### src/saes_pkg.sv
package saes_pkg;

    localparam int BLOCK_W = 16;
    localparam int NIB_W   = 4;
    localparam int BYTE_W  = 8;

    typedef logic [BLOCK_W-1:0] t_block;
    typedef logic [NIB_W-1:0]   t_nib;
    typedef logic [BYTE_W-1:0]  t_byte;

    // Round keys one and two; round key zero is the cipher key itself.
    typedef struct packed {
        t_block rk1;
        t_block rk2;
    } t_round_keys;

    // Mode codes carried with each input word.
    localparam logic MODE_ENCRYPT = 1'b0;
    localparam logic MODE_DECRYPT = 1'b1;

    // Key schedule round constants.
    localparam t_byte RCON_1 = 8'h80;
    localparam t_byte RCON_2 = 8'h30;

    // Column mix matrix entries, forward and inverse.
    localparam t_nib MIX_DIAG     = 4'h1;
    localparam t_nib MIX_OFF      = 4'h4;
    localparam t_nib INV_MIX_DIAG = 4'h9;
    localparam t_nib INV_MIX_OFF  = 4'h2;

    // Reduction term of x^4 + x + 1 once the x^4 bit has been dropped.
    localparam t_nib GF_POLY_LOW = 4'h3;

    localparam t_nib SBOX [16] = '{
        4'h9, 4'h4, 4'hA, 4'hB, 4'hD, 4'h1, 4'h8, 4'h5,
        4'h6, 4'h2, 4'h0, 4'h3, 4'hC, 4'hE, 4'hF, 4'h7
    };

    localparam t_nib INV_SBOX [16] = '{
        4'hA, 4'h5, 4'h9, 4'hB, 4'h1, 4'h7, 4'h8, 4'hF,
        4'h6, 4'h0, 4'h2, 4'h3, 4'hC, 4'h4, 4'hD, 4'hE
    };

    // Nibble product in GF(2^4) modulo x^4 + x + 1.
    function automatic t_nib gf_mul(input t_nib a, input t_nib b);
        t_nib acc;
        t_nib x;
        acc = '0;
        x   = a;
        for (int i = 0; i < NIB_W; i++) begin
            if (b[i]) begin
                acc = acc ^ x;
            end
            x = {x[NIB_W-2:0], 1'b0} ^ (x[NIB_W-1] ? GF_POLY_LOW : t_nib'(0));
        end
        return acc;
    endfunction

    // Substitute all four nibbles through the forward or inverse table.
    function automatic t_block sub_word(input t_block w, input logic inv);
        t_block r;
        r = '0;
        for (int i = 0; i < BLOCK_W / NIB_W; i++) begin
            r[i*NIB_W +: NIB_W] = inv ? INV_SBOX[w[i*NIB_W +: NIB_W]]
                                      : SBOX[w[i*NIB_W +: NIB_W]];
        end
        return r;
    endfunction

    // Swap the second and fourth nibbles; this is its own inverse.
    function automatic t_block shift_rows(input t_block s);
        return {s[15:12], s[3:0], s[7:4], s[11:8]};
    endfunction

    // Multiply each column by the matrix [diag off; off diag].
    function automatic t_block mix_cols(input t_block s, input t_nib diag, input t_nib off);
        t_nib n0;
        t_nib n1;
        t_nib n2;
        t_nib n3;
        n0 = s[15:12];
        n1 = s[11:8];
        n2 = s[7:4];
        n3 = s[3:0];
        return {gf_mul(diag, n0) ^ gf_mul(off, n1),
                gf_mul(off, n0) ^ gf_mul(diag, n1),
                gf_mul(diag, n2) ^ gf_mul(off, n3),
                gf_mul(off, n2) ^ gf_mul(diag, n3)};
    endfunction

    // Rotate the nibbles of a byte, substitute both and add the round constant.
    function automatic t_byte g_func(input t_byte w, input t_byte rcon);
        return {SBOX[w[3:0]], SBOX[w[7:4]]} ^ rcon;
    endfunction

    function automatic t_round_keys expand_key(input t_block key);
        t_byte w2;
        t_byte w3;
        t_byte w4;
        t_byte w5;
        t_round_keys rk;
        w2 = key[15:8] ^ g_func(key[7:0], RCON_1);
        w3 = w2 ^ key[7:0];
        w4 = w2 ^ g_func(w3, RCON_2);
        w5 = w4 ^ w3;
        rk.rk1 = {w2, w3};
        rk.rk2 = {w4, w5};
        return rk;
    endfunction

endpackage

### src/saes_in_if.sv
// Input channel: a mode bit and one block per word.
interface saes_in_if import saes_pkg::*; ();
    logic   valid;
    logic   ready;
    logic   mode;
    t_block block;

    modport source (output valid, output mode, output block, input ready);
    modport sink (input valid, input mode, input block, output ready);
endinterface

### src/saes_out_if.sv
// Output channel: one result block per word.
interface saes_out_if import saes_pkg::*; ();
    logic   valid;
    logic   ready;
    t_block result;

    modport source (output valid, output result, input ready);
    modport sink (input valid, input result, output ready);
endinterface

### src/simplified_aes_cipher.sv
// Simplified AES cipher on 16-bit blocks. Each input word carries a block and a mode bit
// (0 encrypts, 1 decrypts) and produces exactly one result word, in order. The block
// accepts one word per clock while the output is not stalled: acceptance loads the input
// register, and the result register is then loaded from it through the round logic, which
// is the whole path; backpressure on the output stalls both stages. The key is written
// through i_cfg_wr_en and i_cfg_wr_data and is expanded into its round keys in the same
// cycle, so a new key takes effect for the next word; write it only while no word is in
// flight. After reset the key is zero.
module simplified_aes_cipher import saes_pkg::*; (
    input  logic        i_clk,
    input  logic        i_rst_n,
    input  logic        i_cfg_wr_en,
    input  t_block      i_cfg_wr_data,
    saes_in_if.sink     i_in,
    saes_out_if.source  o_out
);

    t_block      r_key;
    t_round_keys r_rk;

    logic        r_s1_valid;
    logic        r_s1_mode;
    t_block      r_s1_block;

    logic        r_out_valid;
    t_block      r_result;
    t_block      n_result;

    logic        out_advance;
    logic        s1_advance;

    // Key register and expanded round keys, updated on a configuration write.
    always_ff @(posedge i_clk) begin
        if (!i_rst_n) begin
            r_key <= '0;
            r_rk  <= expand_key('0);
        end else if (i_cfg_wr_en) begin
            r_key <= i_cfg_wr_data;
            r_rk  <= expand_key(i_cfg_wr_data);
        end
    end

    // Each stage moves when its successor is empty or being emptied.
    assign out_advance = !r_out_valid || o_out.ready;
    assign s1_advance  = !r_s1_valid || out_advance;
    assign i_in.ready  = i_rst_n && s1_advance;

    always_ff @(posedge i_clk) begin
        if (!i_rst_n) begin
            r_s1_valid  <= 1'b0;
            r_out_valid <= 1'b0;
        end else begin
            if (s1_advance) begin
                r_s1_valid <= i_in.valid;
            end
            if (out_advance) begin
                r_out_valid <= r_s1_valid;
            end
        end
    end

    // Input register.
    always_ff @(posedge i_clk) begin
        if (s1_advance && i_in.valid) begin
            r_s1_mode  <= i_in.mode;
            r_s1_block <= i_in.block;
        end
    end

    // Both rounds in one pass; decryption applies the inverse steps in reverse order.
    always_comb begin
        t_block s;
        if (r_s1_mode == MODE_DECRYPT) begin
            s = r_s1_block ^ r_rk.rk2;
            s = sub_word(shift_rows(s), 1'b1);
            s = s ^ r_rk.rk1;
            s = mix_cols(s, INV_MIX_DIAG, INV_MIX_OFF);
            s = sub_word(shift_rows(s), 1'b1);
            s = s ^ r_key;
        end else begin
            s = r_s1_block ^ r_key;
            s = shift_rows(sub_word(s, 1'b0));
            s = mix_cols(s, MIX_DIAG, MIX_OFF);
            s = s ^ r_rk.rk1;
            s = shift_rows(sub_word(s, 1'b0));
            s = s ^ r_rk.rk2;
        end
        n_result = s;
    end

    // Result register.
    always_ff @(posedge i_clk) begin
        if (out_advance && r_s1_valid) begin
            r_result <= n_result;
        end
    end

    assign o_out.valid  = r_out_valid;
    assign o_out.result = r_result;

endmodule

### src/flat_wrapper.sv
// flat-port wrapper written by rule: the top's interface ports become plain ports
module simplified_aes_cipher_flat import saes_pkg::*;
  (i_clk, i_rst_n, i_cfg_wr_en, i_cfg_wr_data, i_in_valid, i_in_mode, i_in_block, i_in_ready, o_out_valid, o_out_result, o_out_ready);
  saes_in_if i_in_i ();
  saes_out_if o_out_i ();
  input  logic i_clk;
  input  logic i_rst_n;
  input  logic i_cfg_wr_en;
  input  t_block i_cfg_wr_data;
  input wire logic [$bits(i_in_i.valid)-1:0] i_in_valid;
  input wire logic [$bits(i_in_i.mode)-1:0] i_in_mode;
  input wire logic [$bits(i_in_i.block)-1:0] i_in_block;
  output wire logic [$bits(i_in_i.ready)-1:0] i_in_ready;
  output wire logic [$bits(o_out_i.valid)-1:0] o_out_valid;
  output wire logic [$bits(o_out_i.result)-1:0] o_out_result;
  input wire logic [$bits(o_out_i.ready)-1:0] o_out_ready;
  assign i_in_i.valid = i_in_valid;
  assign i_in_i.mode = i_in_mode;
  assign i_in_i.block = i_in_block;
  assign i_in_ready = i_in_i.ready;
  assign o_out_valid = o_out_i.valid;
  assign o_out_result = o_out_i.result;
  assign o_out_i.ready = o_out_ready;
  simplified_aes_cipher u_core (.i_clk(i_clk), .i_rst_n(i_rst_n), .i_cfg_wr_en(i_cfg_wr_en), .i_cfg_wr_data(i_cfg_wr_data), .i_in(i_in_i), .o_out(o_out_i));
endmodule
### config.mk
export PLATFORM = sky130hd
export DESIGN_NAME = simplified_aes_cipher_flat
export DESIGN_NICKNAME = d
export VERILOG_FILES = /design/src/saes_pkg.sv /design/src/saes_in_if.sv /design/src/saes_out_if.sv /design/src/simplified_aes_cipher.sv /design/src/flat_wrapper.sv
export SDC_FILE = /design/constraint.sdc
export NUM_CORES = 1
export LEC_CHECK = 0
export BUFFER_PORTS_ARGS = -buffer_cell sky130_fd_sc_hd__buf_2
export CORE_MARGIN = 4
export CORE_UTILIZATION = 30
export CTS_CLUSTER_DIAMETER = 30
export DETAILED_ROUTE_END_ITERATION = 16
export GPL_ROUTABILITY_DRIVEN = 1
export SYNTH_ARGS = -nofsm -noshare
export SYNTH_HDL_FRONTEND = slang
export SYNTH_SLANG_ARGS = --single-unit
### constraint.sdc
create_clock -name i_clk -period 12.5 [get_ports i_clk]
set_input_delay 1.25 -clock i_clk [delete_from_list [all_inputs] [get_ports i_clk]]
set_output_delay 1.25 -clock i_clk [all_outputs]
set_load 0.05 [all_outputs]
; Yosys cells after proc, flatten, opt, wreduce, memory -nomap -nowiden
; Memory sizes are Yosys's and may differ from the RTL's.
; Cells that the tools add are included.
[op_classes]
n_lt_le_gt_ge = 20
n_mux = 169
n_bitwise = 88
reduce_logical = 7
[ops]
columns = operator, n
row1 = 2-to-1 mux 4 bit, 120
row2 = greater-or-equal comparator 5 bit (second input constant), 20
row3 = inverter 4 -> 5 bit, 20
row4 = XOR 16 bit, 6
row5 = 2-to-1 mux 3 bit, 20
row6 = 2-to-1 mux 2 bit, 20
row7 = inverter 1 bit, 37
row8 = XOR 4 bit, 8
row9 = XOR 8 bit, 4
row10 = inverter 2 bit, 13
row11 = 2-to-1 mux 16 bit, 1
row12 = 2-to-1 mux 1 bit, 8
row13 = logical AND 1 bit, 3
row14 = zero test 1 bit, 2
row15 = logical OR 1 bit, 2
[totals]
register_bits = 83
romBits = 1280
wordCells = 312
n_memories = 20
[memory_table]
columns = memory, words, word_bits, read_ports, rd_clocked_by_memory_dff, write_ports, line
row1 = (name not given), 16, 4, 1, 0, 0, saes_pkg.sv:64  ; r[i*NIB_W +: NIB_W] = inv ? INV_SBOX[w[i*NIB_W +: NIB_W]]
row2 = (name not given), 16, 4, 1, 0, 0, saes_pkg.sv:93  ; return {SBOX[w[3:0]], SBOX[w[7:4]]} ^ rcon;
row3 = (name not given), 16, 4, 1, 0, 0, saes_pkg.sv:64
row4 = (name not given), 16, 4, 1, 0, 0, saes_pkg.sv:64
row5 = (name not given), 16, 4, 1, 0, 0, saes_pkg.sv:93
row6 = (name not given), 16, 4, 1, 0, 0, saes_pkg.sv:64
row7 = 14 more memories, -, -, -, -, -, -

; Logic depth before layout (Yosys ltp)
[logic_depth]
depth_word = 24
depth_mapped = 16

; Least setup slack after synthesis
; No wires, ideal clock.
[synth_path]
kind = input -> register
start = input port i_cfg_wr_data[2]
end = register u_core.r_rk[8] (netlist name)
setup_time_ns = 0.129
t_arrival_ns = 3.843
required_ns = 12.371
path_slack_ns = 8.528
path_stages = 11
path_buffers = 1
cell_sequence = clkbuf_1 -> mux4_2 -> xnor2_1 -> xnor2_1 -> inv_1 -> ha_1 -> mux4_2 -> xnor2_1 -> nand2_1 -> o21ai_0 -> nand2_1
[synth_between]
elab_chain_cells = 12
[synth_lines]
columns = item, line
row1 = "start, declared", flat_wrapper.sv:9  ; input t_block i_cfg_wr_data;
row2 = inverter 4 -> 5 bit (implied by the code) *, saes_pkg.sv:93
row3 = memory read (16 x 4 bit) *, -
row4 = 2-to-1 mux 4 bit (implied by the code) * (2 in series), saes_pkg.sv:93
row5 = inverter 1 bit (no source line), -
row6 = XOR 8 bit *, saes_pkg.sv:102  ; w2 = key[15:8] ^ g_func(key[7:0], RCON_1);
row7 = XOR 8 bit *, saes_pkg.sv:103  ; w3 = w2 ^ key[7:0];
row8 = inverter 4 -> 5 bit (implied by the code) *, saes_pkg.sv:93
row9 = memory read (16 x 4 bit) *, -
row10 = 2-to-1 mux 4 bit (implied by the code) * (2 in series), saes_pkg.sv:93
row11 = XOR 8 bit *, saes_pkg.sv:104  ; w4 = w2 ^ g_func(w3, RCON_2);
row12 = "end signal, assigned", simplified_aes_cipher.sv:36  ; r_rk <= expand_key('0);
row13 = "end signal, assigned", simplified_aes_cipher.sv:39  ; r_rk <= expand_key(i_cfg_wr_data);
row14 = "end, declared", simplified_aes_cipher.sv:19  ; t_round_keys r_rk;
; Mark *: on every way between the ends. The rest lies on a longest branch, timed or not. The select of a mux whose other input is x is not followed.
; A chain may end at the register's enable or synchronous reset.

; Worst setup path in the final report
[layout_path]
start = register u_core.r_s1_block[1]
end = register u_core.r_result[0] (netlist: u_core.o_out.result[0]), data pin
[layout_between]
elab_chain_cells = 22
word_cells_on_any_way = 42
classes_between = mux: 25 / bitwise: 13 / memory: 4
[layout_lines]
columns = item, line
row1 = "start, declared", simplified_aes_cipher.sv:23  ; t_block r_s1_block;
row2 = "start signal, assigned", simplified_aes_cipher.sv:66  ; r_s1_block <= i_in.block;
row3 = XOR 16 bit, simplified_aes_cipher.sv:74  ; s = r_s1_block ^ r_rk.rk2;
row4 = inverter 4 -> 5 bit (implied by the code), saes_pkg.sv:64
row5 = memory read (16 x 4 bit), -
row6 = 2-to-1 mux 4 bit (implied by the code) (2 in series), saes_pkg.sv:64
row7 = XOR 16 bit, simplified_aes_cipher.sv:76  ; s = s ^ r_rk.rk1;
row8 = 2-to-1 mux 4 bit, saes_pkg.sv:51  ; if (b[i]) begin
row9 = 2-to-1 mux 4 bit, simplified_aes_cipher.sv:73  ; if (r_s1_mode == MODE_DECRYPT) begin
row10 = inverter 1 bit (no source line), -
row11 = [... 5 more ...], -
row12 = 2-to-1 mux 4 bit, simplified_aes_cipher.sv:73
row13 = XOR 4 bit, saes_pkg.sv:86  ; gf_mul(off, n0) ^ gf_mul(diag, n1),
row14 = inverter 4 -> 5 bit (implied by the code), saes_pkg.sv:64
row15 = memory read (16 x 4 bit), -
row16 = 2-to-1 mux 4 bit (implied by the code) (2 in series), saes_pkg.sv:64
row17 = XOR 16 bit, simplified_aes_cipher.sv:79  ; s = s ^ r_key;
row18 = 2-to-1 mux 16 bit *, simplified_aes_cipher.sv:73
row19 = named net u_core.n_result[0], simplified_aes_cipher.sv:27  ; t_block n_result;
row20 = "end signal, assigned", simplified_aes_cipher.sv:94  ; r_result <= n_result;
row21 = "end, declared", simplified_aes_cipher.sv:26  ; t_block r_result;
; The timed path passes the listed nets; every way through them passes the cells marked *. The select of a mux whose other input is x is not followed.

==> flow_metrics.py <==
metrics = {
    "die": {
        "die_width_um": 176,
        "row_count": 61,
        "core_um2": 27700,
        "start_util_pct": 30.4,
        "die_height_um": 176,
        "die_area_um2": 30800,
        "boundaryPins": 56,
    },
    "finish": {
        "design_area_um2": 9450,
        "final_core_util_pct": 34.1,
        "area_growth_pct": 12.2,
        "fin_cells": 1273,
        "drive_gt1_share_pct": 14.5,
        "nNetsFinal": 1052,
        "diodes": 0,
        "nFillCells": 2777,
    },
    "place": {
        "io_buffers": 55,
        "placedCellCount": 1257,
        "dp_hpwl_um": 15200,
        "pre_cts_slack_ns": 7.91,
        "post_dp_cell_area_um2": 9140,
        "gp_congestion": 0.780,
    },
    "synthesis": {
        "yosysMostFrequentCell": "ha_1",
        "synth-edff-count": 33,
        "yosysWarnings": 0,
        "ys_seq_area_share_pct": 23.7,
        "syn-num-nets": 999,
        "synth_top_area_cell": "ha_1",
        "syn_inst": 837,
        "yosysTopAreaCellShare_pct": 18.4,
        "synth.area.top_cells": "ha_1 (18%), dfxtp_1 (12%), edfxtp_1 (12%)",
        "ys_ff_latch": 83,
        "syn_avg_cell_area_um2": 10.1,
        "synth_area_um2": 8420,
        "synth_common_cells": "ha_1 (124), xnor2_1 (86), mux2i_1 (80)",
        "ys.flop_type": "dfxtp_1",
        "async_reset_ff_share_pct": 0,
        "yosysUniqueCellTypes": 55,
    },
    "clocking": {
        "cts_root_buffer": "clkbuf_16",
        "clockBufferDepth": 2,
        "ctsHtreeMaxLevel": 3,
        "clk-insertion-delay-late_ns": 0.35,
        "clk_pin_slew_ns": 0.07,
        "cts_sinks": 83,
        "numCtsBuffers": 9,
        "postCtsHoldBufs": 0,
        "cts_tree": "done",
        "post-cts-setup-buffers": 0,
        "cts_resized": 0,
    },
    "timing": {
        "fin_crit_ns": 4.40,
        "finalWorstSetupSlack_ns": 8.10,
        "fin_skew_ns": 0.00596,
        "whs_ns": 0.525,
        "setup_viol": 0,
        "hold_violations": 0,
        "drv_slew": 0,
        "rsz0062_at_grt": "no",
        "fmax_ghz": 0.227,
        "worst_pin_slew_ns": 0.841,
        "slew_headroom_pct": 43.9,
        "finalSetupTns_ns": 0,
        "post-route-period-util_pct": 35.2,
    },
    "run": {
        "maxCapViolCount": 0,
    },
    "worst_setup_path": {
        "critPathSlowestCell": "xor2_1",
        "crit_path_max_incr_delay_ns": 0.57,
        "crit_chain": "xnor2_1 -> inv_1 -> ha_1 -> inv_1 -> o311a_2 -> xor2_1 -> xnor2_2 -> xor2_1 -> inv_1 -> ha_1 -> mux4_1 -> xnor2_1 -> mux2i_1",
        "crit_family": "XOR/XNOR gates",
        "cp_max_fo": 8,
        "critPathLaunchType": "flip-flop",
        "critPathArrivalTime_ns": 4.49,
        "endpoint_kind": "flip-flop",
        "worstPathRequired_ns": 12.60,
        "critPathKind": "reg2reg",
        "cp_num_buf_inv": 3,
        "cpMostUsedCell": "inv_1",
    },
    "global_route": {
        "antenna_found_initial": 0,
        "grt_max_degree": 67,
        "grt_overflow_total": 0,
        "grt_use_total_pct": 12.7,
        "grt_pass1_vias": 5530,
        "grt_pass1_wl_um": 30800,
    },
    "pwr": {
        "p_sw_mw": 1.07,
        "power_density_nw_per_um2": 242,
        "power_leakage_nw": 4.23,
        "fin_total_pwr_mw": 2.29,
        "p_clk_share_pct": 12.4,
        "p_sw_share_pct": 46.9,
        "pwr-share-comb_pct": 70.3,
        "ir_drop_mv": 0.115,
        "seq_power_share_pct": 17.3,
        "power.internal_mw": 1.21,
    },
    "drt": {
        "first_iter_violations": 394,
        "wire_per_inst_um": 15.3,
        "dr.pass1.iters": 5,
        "route.detailed.drc": 0,
        "num_vias": 5830,
        "viasPerCell": 4.58,
        "finalWirelength_um": 19500,
        "ant_nets": 0,
    },
    "run_status": {
        "status": "completed",
    },
    "min_path": {
        "min_path_type": "reg2reg",
    },
}
placed cells by master, fill, tap and decap left out, types with 11 or more instances in the layout:
| cell type | synthesis | layout |
|---|---|---|
| nand2_1 | 60 | 60 |
| xor2_1 | 52 | 52 |
| xnor2_2 | 12 | 12 |
| nor3_1 | 19 | 19 |
| nor2b_1 | 34 | 33 |
| mux4_2 | 13 | 13 |
| inv_1 | 67 | 67 |
| ha_1 | 124 | 124 |
| xnor2_1 | 86 | 86 |
| o21ai_0 | 24 | 24 |
| dfxtp_1 | 50 | 50 |
| clkbuf_16 | 0 | 11 |
| mux2i_1 | 80 | 80 |
| buf_2 | 1 | 55 |
| nor2_1 | 20 | 20 |
| a21oi_1 | 14 | 14 |
| edfxtp_1 | 33 | 33 |
layout make-up:
class | count | area (µm²) | area share, %
clock inverter | 2 | 12.5 | 0.132
sequential | 83 | 1990 | 21.1
inverter | 68 | 255 | 2.70
multi-input combinational | 668 | 6110 | 64.6
timing repair buffer | 60 | 313 | 3.31
clock buffer | 14 | 297 | 3.14
tap | 378 | 473 | 5.00
per-layer routing:
| layer | share of wire (%) | up-vias | track usage [%] |
|---|---|---|---|
| met5 | 0 | - | 0 |
| met4 | 1.3 | 0 | 3.09 |
| met3 | 3.0 | 15 | 1.64 |
| met2 | 45 | 96 | 20.4 |
| met1 | 50 | 2762 | 18.2 |
| li1 | - | 2957 | - |
sequential cells by signal (all words and copies together), names as in the netlist:
name / count
u_core.o_out.result: 16
u_core.r_rk: 32
u_core.r_key: 16
u_core.r_s1_valid: 1
u_core.o_out.valid: 1
u_core.r_s1_block: 16
u_core.r_s1_mode: 1
worst reg2reg max path, stage by stage (launching register included):
cell and delay (ns):
edfxtp_1 0.44, xnor2_1 0.53, inv_1 0.18, ha_1 0.31
inv_1 0.04, o311a_2 0.39, xor2_1 0.17, xnor2_2 0.38
xor2_1 0.57, inv_1 0.19, ha_1 0.22, mux4_1 0.50
xnor2_1 0.14, mux2i_1 0.08
path summary, 6_finish.rpt:
kind | to | start | slack [ns] | depth (start not counted)
min reg2reg | u_core.o_out.valid | u_core.r_s1_valid | 0.53 | 1
max | u_core.o_out.result[0] | u_core.r_s1_block[1] | 8.10 | 13
max reg2reg | u_core.o_out.result[0] | u_core.r_s1_block[1] | 8.10 | 13
min | u_core.o_out.valid | u_core.r_s1_valid | 0.53 | 1
power groups by stage:
stage / Clock, mW / Combinational [mW] / Sequential, mW
after CTS: 0.292 / 1.62 / 0.397
final: 0.284 / 1.61 / 0.395
after global placement: 0 / 1.57 / 0.403
after detailed placement: 0 / 1.61 / 0.403
after floorplan: 0 / 1.22 / 0.474
after global routing: 0.303 / 1.80 / 0.401
cells by family (layout without fill, tap and decap cells):
| kind of cell | count (synthesis) | after routing | synth area share (%) |
|---|---|---|---|
| fa+ha+maj | 124 | 124 | 18.4 |
| flops | 83 | 83 | 23.7 |
| compound gates | 100 | 100 | 8.07 |
| simple gates | 172 | 172 | 10.3 |
| buf+inv | 86 | 144 | 3.85 |
| xor+xnor | 166 | 166 | 20.5 |
| mux | 106 | 106 | 15.3 |
No activity file was read; power rests on OpenSTA's default activity.
